$ cat src/rtl/msi_pkg.sv
// shared constants and types for the multi-axis step interpolator
package msi_pkg;

  localparam int FRAC_BITS_DEF = 6;
  localparam int ANGLE_W = 16;
  localparam int SPAN_W = 10;
  localparam int STEP_W = 16;
  localparam int DELTA_W = 10;
  localparam int AXES = 3;
  // difference of two angles
  localparam int DIFF_W = ANGLE_W + 1;
  // step * diff
  localparam int PROD_W = DIFF_W + STEP_W + 1;
  // quotient magnitude bound: product magnitude itself
  localparam int QUO_W = PROD_W;

  typedef logic signed [ANGLE_W-1:0] angle_t;

  // per-lane status passed to the merge stage
  typedef struct packed {
    logic [DELTA_W-1:0] whole;
    logic same;
  } lane_stat_t;

endpackage

$ cat src/rtl/msi_lane.sv
// one joint lane: distance, product, pipelined restoring divider, saturating add
module msi_lane
  import msi_pkg::*;
#(
  parameter int FRAC_BITS = FRAC_BITS_DEF
) (
  input  logic clk,
  input  logic en,
  input  angle_t cur,
  input  angle_t tgt,
  input  logic [SPAN_W-1:0] span,
  input  logic [STEP_W-1:0] step_size,
  output angle_t nxt,
  output lane_stat_t stat
);

  localparam int DIV_W = SPAN_W + FRAC_BITS;
  localparam int MAG_W = PROD_W - 1;
  localparam int STAGES = MAG_W;
  localparam int DW = DIFF_W - FRAC_BITS;

  // stage 0: difference, status, product
  logic signed [DIFF_W-1:0] diff;
  logic [DIFF_W-1:0] adiff;
  logic [DW-1:0] wd;
  logic signed [PROD_W-1:0] prod;
  assign diff = DIFF_W'(tgt) - DIFF_W'(cur);
  assign adiff = diff[DIFF_W-1] ? DIFF_W'(-diff) : DIFF_W'(diff);
  assign wd = adiff[DIFF_W-1:FRAC_BITS];
  assign prod = PROD_W'($signed({1'b0, step_size})) * PROD_W'(diff);

  // per-stage pipeline registers
  logic [MAG_W-1:0] rem [STAGES+1];
  logic [MAG_W-1:0] quo [STAGES+1];
  logic [DIV_W-1:0] dvs [STAGES+1];
  logic neg [STAGES+1];
  logic zero [STAGES+1];
  angle_t pcur [STAGES+1];
  angle_t ptgt [STAGES+1];
  lane_stat_t pst [STAGES+1];

  always_ff @(posedge clk) begin
    if (en) begin
      rem[0] <= prod[PROD_W-1] ? MAG_W'(-prod) : MAG_W'(prod);
      quo[0] <= '0;
      dvs[0] <= DIV_W'(span) << FRAC_BITS;
      neg[0] <= prod[PROD_W-1];
      zero[0] <= (span == '0);
      pcur[0] <= cur;
      ptgt[0] <= tgt;
      pst[0].same <= (cur == tgt);
      pst[0].whole <= (wd > DW'((1 << DELTA_W) - 1)) ? '1 : DELTA_W'(wd);
    end
  end

  // one quotient bit per stage, msb first
  for (genvar s = 0; s < STAGES; s++) begin : g_div
    localparam int B = STAGES - 1 - s;
    logic [MAG_W+DIV_W-1:0] sh;
    logic fit;
    assign sh = (MAG_W+DIV_W)'(dvs[s]) << B;
    assign fit = (MAG_W+DIV_W)'(rem[s]) >= sh;
    always_ff @(posedge clk) begin
      if (en) begin
        rem[s+1] <= fit ? MAG_W'((MAG_W+DIV_W)'(rem[s]) - sh) : rem[s];
        quo[s+1] <= quo[s] | (MAG_W'(fit) << B);
        dvs[s+1] <= dvs[s];
        neg[s+1] <= neg[s];
        zero[s+1] <= zero[s];
        pcur[s+1] <= pcur[s];
        ptgt[s+1] <= ptgt[s];
        pst[s+1] <= pst[s];
      end
    end
  end

  // final add and saturation
  logic signed [PROD_W+1:0] mv;
  logic signed [PROD_W+1:0] sum;
  assign mv = neg[STAGES] ? -$signed({3'b000, quo[STAGES]}) : $signed({3'b000, quo[STAGES]});
  assign sum = mv + (PROD_W+2)'(pcur[STAGES]);

  always_comb begin
    if (zero[STAGES]) nxt = ptgt[STAGES];
    else if (sum > (PROD_W+2)'(32767)) nxt = 16'sh7fff;
    else if (sum < -(PROD_W+2)'(32768)) nxt = 16'sh8000;
    else nxt = angle_t'(sum[ANGLE_W-1:0]);
  end
  assign stat = pst[STAGES];

endmodule

$ cat config.mk
export PLATFORM = sky130hd
export DESIGN_NAME = msi_lane
export DESIGN_NICKNAME = d
export VERILOG_FILES = /design/src/rtl/msi_pkg.sv /design/src/rtl/msi_lane.sv
export SDC_FILE = /design/constraint.sdc
export NUM_CORES = 2
export LEC_CHECK = 0
export BUFFER_PORTS_ARGS = -buffer_cell sky130_fd_sc_hd__buf_2
export CORE_MARGIN = 4
export CORE_UTILIZATION = 35
export DETAILED_ROUTE_END_ITERATION = 10
export GPL_TIMING_DRIVEN = 1
export PLACE_DENSITY = 0.58
export SLEW_MARGIN = 20
export SYNTH_ARGS = -nofsm -noshare
export SYNTH_HDL_FRONTEND = slang
export SYNTH_MEMORY_MAX_BITS = 65536
export SYNTH_SLANG_ARGS = --single-unit
$ cat constraint.sdc
create_clock -name clk -period 14.92 [get_ports clk]
set_input_delay 1.492 -clock clk [delete_from_list [all_inputs] [get_ports clk]]
set_output_delay 1.492 -clock clk [all_outputs]
set_load 0.02 [all_outputs]
==> qor.yml <==
grt_pass1_wl_um: 355000
post_cts_buffers: 0
cts-buffers-inserted: 341
netlist_instances: 7845
seqPwrFrac: 0.392
reg2reg_slack_ps: 10780
min_from: "ptgt[28][3]"
cpMaxStageDelayCell: "nand2_1"
path_clk_slew_ps: 70
cts_tree: "built"
max_slew.worst_pin.slew_ps: 1130
irDropWorstVdd_v: 0.000941
instances_no_fill: 13700
cp.required_ps: 15470
dr.pass1.iters: 5
synth_cell_types: 101
p_clk_frac: 0.260
drive_above_1_share: 0.0894
cp_max_fo: 30
critPathTopFamily: "adder cells"
status: "finished, final reports clean"
cp.buffers_inverters: 7
grt_pass1_vias: 64800
num_rows: 228
dieArea_um2: 399000
skew_ps: 58.2
synth_seq_cells: 3510
tns_ps: 0
vias_per_cell: 4.58
ctsHtreeMaxLevel: 5
synth.largest_area_cell: "edfxtp_1"
ctsResizeCount: 0
yosysMostFrequentCell: "edfxtp_1"
post-route-period-util: 0.755
seq_area_frac_synth: 0.774
setup_viol: 0
hpwl_um: 148000
slew_headroom: 0.243
dieWidth_um: 632
cts_hold_buf: 0
start_kind: "input port"
p_sw_mw: 10.7
drv_slew: 0
cp_common_cell: "fa_1"
syn2layout_area_growth_pct: 13.4
synth_common_cells: "edfxtp_1 (3510), inv_1 (669), nand2_1 (451), ha_1 (406), o21ai_0 (263)"
io_pins: 87
synth_fp_nets: 8547
routedWlPerCell_um: 16.2
antenna_found_initial: 9
slowest_delay_ps: 730
drt_iter0_drc: 4356
synth_top_cell_area_share: 0.774
placedCellCount: 13000
synthArstFlopShare: 0
internal_power_mw: 21.6
holdCritPathClass: "flop to flop"
clock-sinks: 3510
fp.coreArea_um2: 387000
start_util: 0.352
rr_worst_depth: 13
place_congestion: 0.893
holdPathEnd: "ptgt[29][3]"
clk_latency_ps: 860
rsz0062_at_grt: "no"
syn_area_per_cell_um2: 17.4
finalHoldViolations: 0
port_buffers: 86
synth_edf_count: 3510
grt-ovfl-total: 0
syn-cell-area_um2: 136000
synth_flop_cell: "edfxtp_1"
pwr-share-comb: 0.347
grt_max_degree: 209
critical_path.endpoint_type: "flop"
max_freq_mhz: 88.8
leakage_nw: 55.0
p_per_area_nw_per_um2: 209
min_path_cells: 0
ys_warn_count: 0
swShare: 0.331
grt.total_usage: 0.110
maxCapViolations: 0
arrival_ps: 11810
nets: 8918
path_class: "input port to flop"
r2r_start: "dvs[22][7]"
drc: 0
dieHeight_um: 632
via_count: 62500
min_period_ps: 11260
synth.area.top_cells: "edfxtp_1 (77%), ha_1 (3.7%), fa_1 (3.5%)"
root_buffer: "clkbuf_16"
wirelength_um: 222000
timing.rr.end: "rem[23][32]"
final_antenna_net_count: 0
clock_path_buffers: 4
cell families (layout without fill, tap and decap cells):
logic type | count (synthesis) | after routing | share of synthesized area
flip-flops | 3510 | 3510 | 0.774
AND/OR/NAND/NOR | 1610 | 1610 | 0.0624
buffers and inverters | 784 | 1427 | 0.0219
multiplexers | 81 | 81 | 0.00646
adder cells (fa/ha/maj) | 642 | 642 | 0.0720
AO/OA/AOI/OAI | 870 | 870 | 0.0405
XOR/XNOR | 348 | 348 | 0.0224
other | 0 | 2 | 0
power by group through the flow:
stage,logic [mW],clock network [mW],registers [mW]
floorplan,8.63,0,12.7
global placement,11.2,0,12.9
detailed placement,11.3,0,12.9
CTS,11.4,8.71,12.7
global route,12.8,9.15,12.8
finish,11.2,8.42,12.7
worst max-delay path by stage:
| stage | from | to | slack (ps) | cells past startpoint |
|---|---|---|---|---|
| final | tgt[0] | rem[0][15] | 3660 | 34 |
| after global placement | tgt[0] | rem[0][15] | 2940 | 34 |
| after detailed placement | tgt[0] | rem[0][15] | 2920 | 34 |
| after floorplan | tgt[0] | rem[0][15] | 5120 | 35 |
| after global routing | tgt[0] | rem[0][15] | 2950 | 34 |
| after CTS | tgt[0] | rem[0][15] | 3790 | 34 |
state kept, by name (all words and copies together) (netlist names):
name,cells
dvs,330
neg,34
pcur,544
pst,374
ptgt,544
quo,561
rem,1089
zero,34
per-stage QoR:
stage / hold slack (ps) / instance area (um2) / total power [mW] / util / worst slack [ps]
2_1_floorplan: 400 / 136000 / 21.3 / - / 5120
3_3_place_gp: 401 / 143000 / 24.0 / 0.370 / 2940
3_5_place_dp: 405 / 143000 / 24.2 / 0.370 / 2920
4_1_cts: 382 / 154000 / 32.8 / 0.399 / 3790
5_1_grt: 386 / 154000 / 34.7 / 0.399 / 2950
6_report: 381 / 154000 / 32.3 / 0.399 / 3660
layout by cell type (no fill, tap or decap), drive strengths merged, types with 103 or more instances in the layout:
cell type / Yosys / layout
buf: 17 / 142
o21ai: 277 / 277
xnor2: 189 / 189
nor4: 177 / 177
a21oi: 217 / 217
xor2: 159 / 159
clkinv: 1 / 134
nor2: 254 / 254
edfxtp: 3510 / 3510
nor3: 103 / 103
ha: 406 / 406
nand2: 451 / 451
fa: 236 / 236
clkbuf: 97 / 406
inv: 669 / 685
routing by layer:
| metal | vias to the layer above | part of all wire | GRT usage |
|---|---|---|---|
| met5 | - | 0.000054 | 0 |
| met4 | 2 | 0.035 | 0.0409 |
| met3 | 464 | 0.032 | 0.0169 |
| met2 | 981 | 0.51 | 0.193 |
| met1 | 30800 | 0.42 | 0.136 |
| li1 | 30200 | - | - |
layout make-up:
class | count | area (um2)
Fill cell | 34500 | 232000
Sequential cell | 3510 | 105000
Multi-Input combinational cell | 3551 | 27800
Clock buffer | 406 | 8880
Tap cell | 5175 | 6470
Inverter | 670 | 2510
Clock inverter | 209 | 2220
Timing Repair Buffer | 142 | 1050
Antenna cell | 2 | 5.00
No activity file was read; power rests on OpenSTA's default activity.
