[src/rtl/msi_pkg.sv]
// shared constants and types for the multi-axis step interpolator
package msi_pkg;

  localparam int FRAC_BITS_DEF = 6;
  localparam int ANGLE_W = 16;
  localparam int SPAN_W = 10;
  localparam int STEP_W = 16;
  localparam int DELTA_W = 10;
  localparam int AXES = 3;
  // difference of two angles
  localparam int DIFF_W = ANGLE_W + 1;
  // step * diff
  localparam int PROD_W = DIFF_W + STEP_W + 1;
  // quotient magnitude bound: product magnitude itself
  localparam int QUO_W = PROD_W;

  typedef logic signed [ANGLE_W-1:0] angle_t;

  // per-lane status passed to the merge stage
  typedef struct packed {
    logic [DELTA_W-1:0] whole;
    logic same;
  } lane_stat_t;

endpackage

[src/rtl/msi_merge.sv]
// merge of lane status: largest distance and all-at-target flag
module msi_merge
  import msi_pkg::*;
(
  input  lane_stat_t st [AXES],
  output logic [DELTA_W-1:0] largest,
  output logic all_same
);
  always_comb begin
    largest = '0;
    all_same = 1'b1;
    for (int i = 0; i < AXES; i++) begin
      if (st[i].whole > largest) largest = st[i].whole;
      all_same = all_same & st[i].same;
    end
  end
endmodule

[config.mk]
export PLATFORM = sky130hd
export DESIGN_NAME = msi_merge
export DESIGN_NICKNAME = d
export VERILOG_FILES = /design/src/rtl/msi_pkg.sv /design/src/rtl/msi_merge.sv
export SDC_FILE = /design/constraint.sdc
export NUM_CORES = 1
export LEC_CHECK = 0
export BUFFER_PORTS_ARGS = -buffer_cell sky130_fd_sc_hd__buf_2
export CAP_MARGIN = 40
export CELL_PAD_IN_SITES_DETAIL_PLACEMENT = 1
export CELL_PAD_IN_SITES_GLOBAL_PLACEMENT = 2
export CORE_UTILIZATION = 25
export DETAILED_ROUTE_END_ITERATION = 10
export GPL_TIMING_DRIVEN = 0
export PLACE_DENSITY = 0.87
export SLEW_MARGIN = 20
export SYNTH_ARGS = -nofsm -noshare
export SYNTH_HDL_FRONTEND = slang
export SYNTH_SLANG_ARGS = --single-unit
export TNS_END_PERCENT = 100
[constraint.sdc]
create_clock -name vclk -period 4.8
set_input_delay 0.96 -clock vclk [all_inputs]
set_output_delay 0.96 -clock vclk [all_outputs]
set_load 0.02 [all_outputs]
==> results.py, run 1 <==
metrics = {
    "synth": {
        "yosysTopAreaCell": "ha_1",
        "syn_inst": 139,
        "synth.distinct_cells": 29,
        "yosysSeqAreaShare_pct": 0,
        "synth.avg_cell_area_um2": 7.52,
        "synth_nets": 192,
        "ys_top_cells_by_area": "ha_1, inv_1, a2111o_1",
        "syn_area_um2": 1040,
        "synth_top_area_share_pct": 24.0,
        "ys.warnings.count": 0,
    },
    "critical_path": {
        "critical_path.top_delay_family": "compound AO/OA/AOI/OAI gates",
        "start_kind": "input port",
        "end_kind": "output port",
        "path_buf_inv": 6,
        "path_class": "in2out",
        "crit_path_start": "st[28]",
        "slowest_stage": "a2111oi_4",
        "slowest_delay_ns": 0.61,
        "critPathMaxFanout": 5,
        "crit_top_cell": "buf_6",
        "worst_ep_arrival_time_ns": 4.21,
        "required_ns": 3.84,
        "crit_chain": "buf_8, inv_4, ha_4, a21oi_2, o21ai_2, a2111oi_4, buf_6, o311a_4, ha_4, nand4_1, nor2_2, a221o_1, o21ai_2, buf_6, buf_12, mux2i_4, buf_6",
    },
    "hold_path": {
        "hold_class": "in2out",
        "worstHoldStart": "st[11]",
    },
    "grt": {
        "grt_usage_pct": 20.0,
        "grt_overflow_total": 0,
        "grt_pass1_wl_um": 6730,
        "grt_pass1_vias": 1455,
        "grt_max_degree": 11,
        "antenna_found_initial": 0,
    },
    "floorplanning": {
        "die_height_um": 66.6,
        "initial_core_util_pct": 26.1,
        "dieArea_um2": 4440,
        "pin_count": 44,
        "core-area_um2": 4000,
        "std_cell_rows": 23,
        "fp.dieW_um": 66.6,
    },
    "layout": {
        "area_growth_pct": 114,
        "final_area_um2": 2230,
        "drive_above_1_share_pct": 63.1,
        "n_clock_buffer": 0,
        "nNetsFinal": 258,
        "mostFrequentLayoutCells": "inv_1, buf_6, buf_2, buf_4, ha_4",
        "finalNonFillerCells": 253,
        "seq_cells": 0,
        "diodes": 0,
        "regArea_um2": 0,
    },
    "placement": {
        "gp_congestion": 0.741,
        "dp.cells": 233,
        "io_buffers": 44,
        "placed_cell_area_um2": 1580,
        "dp_hpwl_um": 3010,
    },
    "routing": {
        "totalWireLength_um": 4780,
        "first_iter_violations": 15,
        "drt-vias-per-instance": 5.18,
        "vias": 1310,
        "first_pass_iters": 4,
        "ant_nets": 0,
        "routedWlPerCell_um": 18.9,
        "drc_errors": 0,
    },
    "sta": {
        "setup_viol_count_final": 10,
        "tightest_slew_ns": 0.566,
        "drv_slew": 0,
        "holdWs_ns": 2.27,
        "rsz0062_at_grt": "true",
        "relSlewSlack_pct": 62.3,
        "post-route-period-util_pct": 108,
        "min_period_ns": 5.17,
        "tns_ns": -3.59,
        "hold_violations": 0,
        "clock.fmax_mhz": 193,
        "fin_ws_ns": -0.371,
    },
    "run": {
        "maxCapViolCount": 0,
    },
    "power_and_ir_drop": {
        "p_leak_nw": 0.975,
        "p_total_uw": 391,
        "peakVddDrop_mv": 0.123,
        "power_density_nw_per_um2": 175,
    },
    "status": {
        "status": "finished, violations left",
        "violations": "negative setup slack",
    },
    "clock_network": {
        "postCtsHoldBufs": 0,
    },
}
layer usage:
metal / share of wire (%) / vias to the layer above / wire, um / global-route usage, %
met2: 56 / 34 / 2690 / 40.0
met3: 2.4 / 8 / 117 / 2.05
met1: 40 / 629 / 1900 / 22.5
li1: - / 639 / - / -
met5: 0 / - / 0 / 0
met4: 1.5 / 0 / 72 / 2.66
path summary, 6_finish.rpt:
path / to / slack, ns / cells past startpoint
hold / removal: all_same / 2.27 / 3
setup / recovery: largest[2] / -0.37 / 17
logic make-up (layout without fill, tap and decap cells):
kind of cell,Yosys count,count (layout),share of synthesized area [%]
muxes,10,10,10.1
and+or+nand+nor,34,34,16.9
AOI/OAI and AO/OA,35,35,34.1
adders and majority gates,20,20,24.0
buffers and inverters,40,104,15.0
timing repair:
action / CTS / global route
pin swaps: 15 / 18
buffers inserted: 12 / 8
setup endpoints to repair: 10 / 10
gates resized for setup: 68 / 28
report_power, final:
part	switching (mW)	total, mW	leakage [nW]	internal [mW]
registers	0	0	0	0
logic	0.170	0.391	0.975	0.221
clock network	0	0	0	0
metrics by stage:
step           worst slack (ns)  utilization (%)
2_1_floorplan         -0.000177                -
3_3_place_gp             -0.627             39.5
3_5_place_dp             -0.730             39.5
4_1_cts                  -0.360             50.4
5_1_grt                  -0.472             55.8
6_report                 -0.371             55.8
area by class of cell:
class | count | area (um2)
Fill cell | 432 | 1770
Tap cell | 50 | 62.6
Timing Repair Buffer | 64 | 609
Inverter | 31 | 149
Multi-Input combinational cell | 99 | 1350
Buffer | 9 | 65.1
cell usage after synthesis, drive strengths merged:
cell type,number
a21oi,4
o311ai,1
nand4,4
a21o,4
nand2b,11
inv,31
mux2i,9
buf,3
and4,1
mux2,1
nor3,1
a2111o,10
a211oi,2
nand2,12
ha,20
nor2,2
a2111oi,1
and3,1
a221o,1
o311a,9
clkbuf,6
o21ai,3
nand3,2
tightest hold or removal path: stages:
cell and delay (ns):
buf_2 0.07, and3_1 0.12, buf_2 0.15
Note: power is estimated with default switching activity, not from simulation.
==> inputs of run 2 (changes only) <==
--- a/config.mk
+++ b/config.mk
@@ -12,6 +12,7 @@
 export CORE_UTILIZATION = 25
 export DETAILED_ROUTE_END_ITERATION = 10
 export GPL_TIMING_DRIVEN = 0
+export MAX_ROUTING_LAYER = met4
 export PLACE_DENSITY = 0.87
 export SLEW_MARGIN = 20
 export SYNTH_ARGS = -nofsm -noshare
==> run 2 against run 1 <==
Net effect:
- the run still ends with negative setup slack left
- utilization did not move
- setup slack better by 0.0086 ns
- via count grew 0.15%
- wire length down 0.33%
- sequential share of layout area unchanged
- global-route usage grew 0.52 points
- final cell count did not move
- power shrank 0.13%
- flip-flop and latch count did not move
==> results.py, run 2 (synthesis results as in run 1) <==
metrics = {
    "status": {
        "status": "finished, violations left",
        "violations": "negative setup slack",
    },
    "critical_path": {
        "crit_cells": 17,
        "required_ns": 3.84,
        "critPathMaxFanout": 5,
        "crit_path_start": "st[28]",
        "end_kind": "output port",
        "start_kind": "input port",
        "crit_top_cell": "buf_6",
        "slowest_delay_ns": 0.61,
        "crit_chain": "buf_8, inv_4, ha_4, a21oi_2, o21ai_2, a2111oi_4, buf_6, o311a_4, ha_4, nand4_1, nor2_2, a221o_1, o21ai_2, buf_6, buf_12, mux2i_4, buf_6",
        "endpoint": "largest[2]",
        "path_class": "in2out",
        "critical_path.top_delay_family": "compound AO/OA/AOI/OAI gates",
        "path_buf_inv": 6,
        "slowest_stage": "a2111oi_4",
        "worst_ep_arrival_time_ns": 4.20,
    },
    "grt": {
        "grt_usage_pct": 20.5,
        "antenna_found_initial": 0,
        "grt_pass1_vias": 1453,
        "grt_max_degree": 11,
        "grt_pass1_wl_um": 6730,
        "grt_overflow_total": 0,
    },
    "routing": {
        "totalWireLength_um": 4770,
        "drc_errors": 0,
        "routedWlPerCell_um": 18.8,
        "first_pass_iters": 4,
        "drt-vias-per-instance": 5.19,
        "ant_nets": 0,
        "first_iter_violations": 22,
        "vias": 1312,
    },
    "sta": {
        "fin_ws_ns": -0.363,
        "rsz0062_at_grt": "true",
        "setup_viol_count_final": 10,
        "clock.fmax_mhz": 194,
        "min_period_ns": 5.16,
        "tightest_slew_ns": 0.564,
        "drv_slew": 0,
        "hold_violations": 0,
        "relSlewSlack_pct": 62.4,
        "post-route-period-util_pct": 108,
    },
    "power_and_ir_drop": {
        "power_density_nw_per_um2": 175,
        "peakVddDrop_mv": 0.123,
        "p_leak_nw": 0.975,
    },
    "layout": {
        "finalNonFillerCells": 253,
        "diodes": 0,
        "regArea_um2": 0,
        "mostFrequentLayoutCells": "inv_1, buf_6, buf_2, buf_4, ha_4",
        "seq_cells": 0,
        "drive_above_1_share_pct": 63.1,
        "final_area_um2": 2230,
        "n_clock_buffer": 0,
        "area_growth_pct": 114,
        "nNetsFinal": 258,
    },
    "placement": {
        "dp.cells": 233,
        "placed_cell_area_um2": 1580,
        "gp_congestion": 0.750,
        "io_buffers": 44,
        "dp_hpwl_um": 3010,
    },
    "floorplanning": {
        "die_height_um": 66.6,
        "pin_count": 44,
        "std_cell_rows": 23,
        "core-area_um2": 4000,
        "dieArea_um2": 4440,
        "initial_core_util_pct": 26.1,
        "fp.dieW_um": 66.6,
    },
    "clock_network": {
        "postCtsHoldBufs": 0,
    },
    "hold_path": {
        "hold_class": "in2out",
    },
    "run": {
        "maxCapViolCount": 0,
    },
}
-- run 2: cell counts in the layout (fill, tap and decap cells not counted) --
Identical to the previous run, type by type.
-- run 2: area by class of cell --
class / count / area (um2)
Timing Repair Buffer: 64 / 609
Tap cell: 50 / 62.6
Fill cell: 432 / 1770
Multi-Input combinational cell: 99 / 1350
Buffer: 9 / 65.1
Inverter: 31 / 149
-- run 2: worst min path at each step --
stage / to / slack [ns] / cells after the start / start
after detailed placement: all_same / 2.27 / 3 / st[11]
after CTS: all_same / 2.27 / 3 / st[11]
after global placement: all_same / 2.26 / 3 / st[11]
after floorplan: largest[1] / 2.07 / 2 / st[2]
after global routing: largest[0] / 2.31 / 3 / st[1]
final: all_same / 2.27 / 3 / st[11]
-- run 2: tightest hold or removal path: stages --
cell    delay [ns]
buf_2         0.07
and3_1        0.12
buf_2         0.15
-- run 2: power by group --
group	total [mW]	switching [mW]	internal (mW)
clock network	0	0	0
registers	0	0	0
logic	0.391	0.170	0.221
-- run 2: what timing repair did --
action	CTS	global route
setup buffers	12	8
gates cloned	0	0
gates resized for setup	68	28
pin swaps	15	18
setup endpoints to repair	10	10
-- run 2: per-layer routing --
| metal | GRT usage [%] | share of wire, % | vias up |
|---|---|---|---|
| li1 | - | - | 637 |
| met4 | 2.66 | 1.5 | 0 |
| met1 | 23.1 | 40 | 633 |
| met3 | 1.03 | 2.4 | 8 |
| met2 | 40.0 | 56 | 34 |
| met5 | - | 0 | - |
-- run 2: per-stage QoR --
stage,power [mW],hold slack (ns),setup slack (ns),util (%),setup TNS (ns)
2_1_floorplan,0.186,2.07,-0.000177,-,-0.000177
3_3_place_gp,0.244,2.26,-0.627,39.5,-5.78
3_5_place_dp,0.255,2.27,-0.730,39.5,-6.85
4_1_cts,0.348,2.27,-0.360,50.4,-3.45
5_1_grt,0.413,2.31,-0.472,55.8,-4.52
6_report,0.391,2.27,-0.363,55.8,-3.50
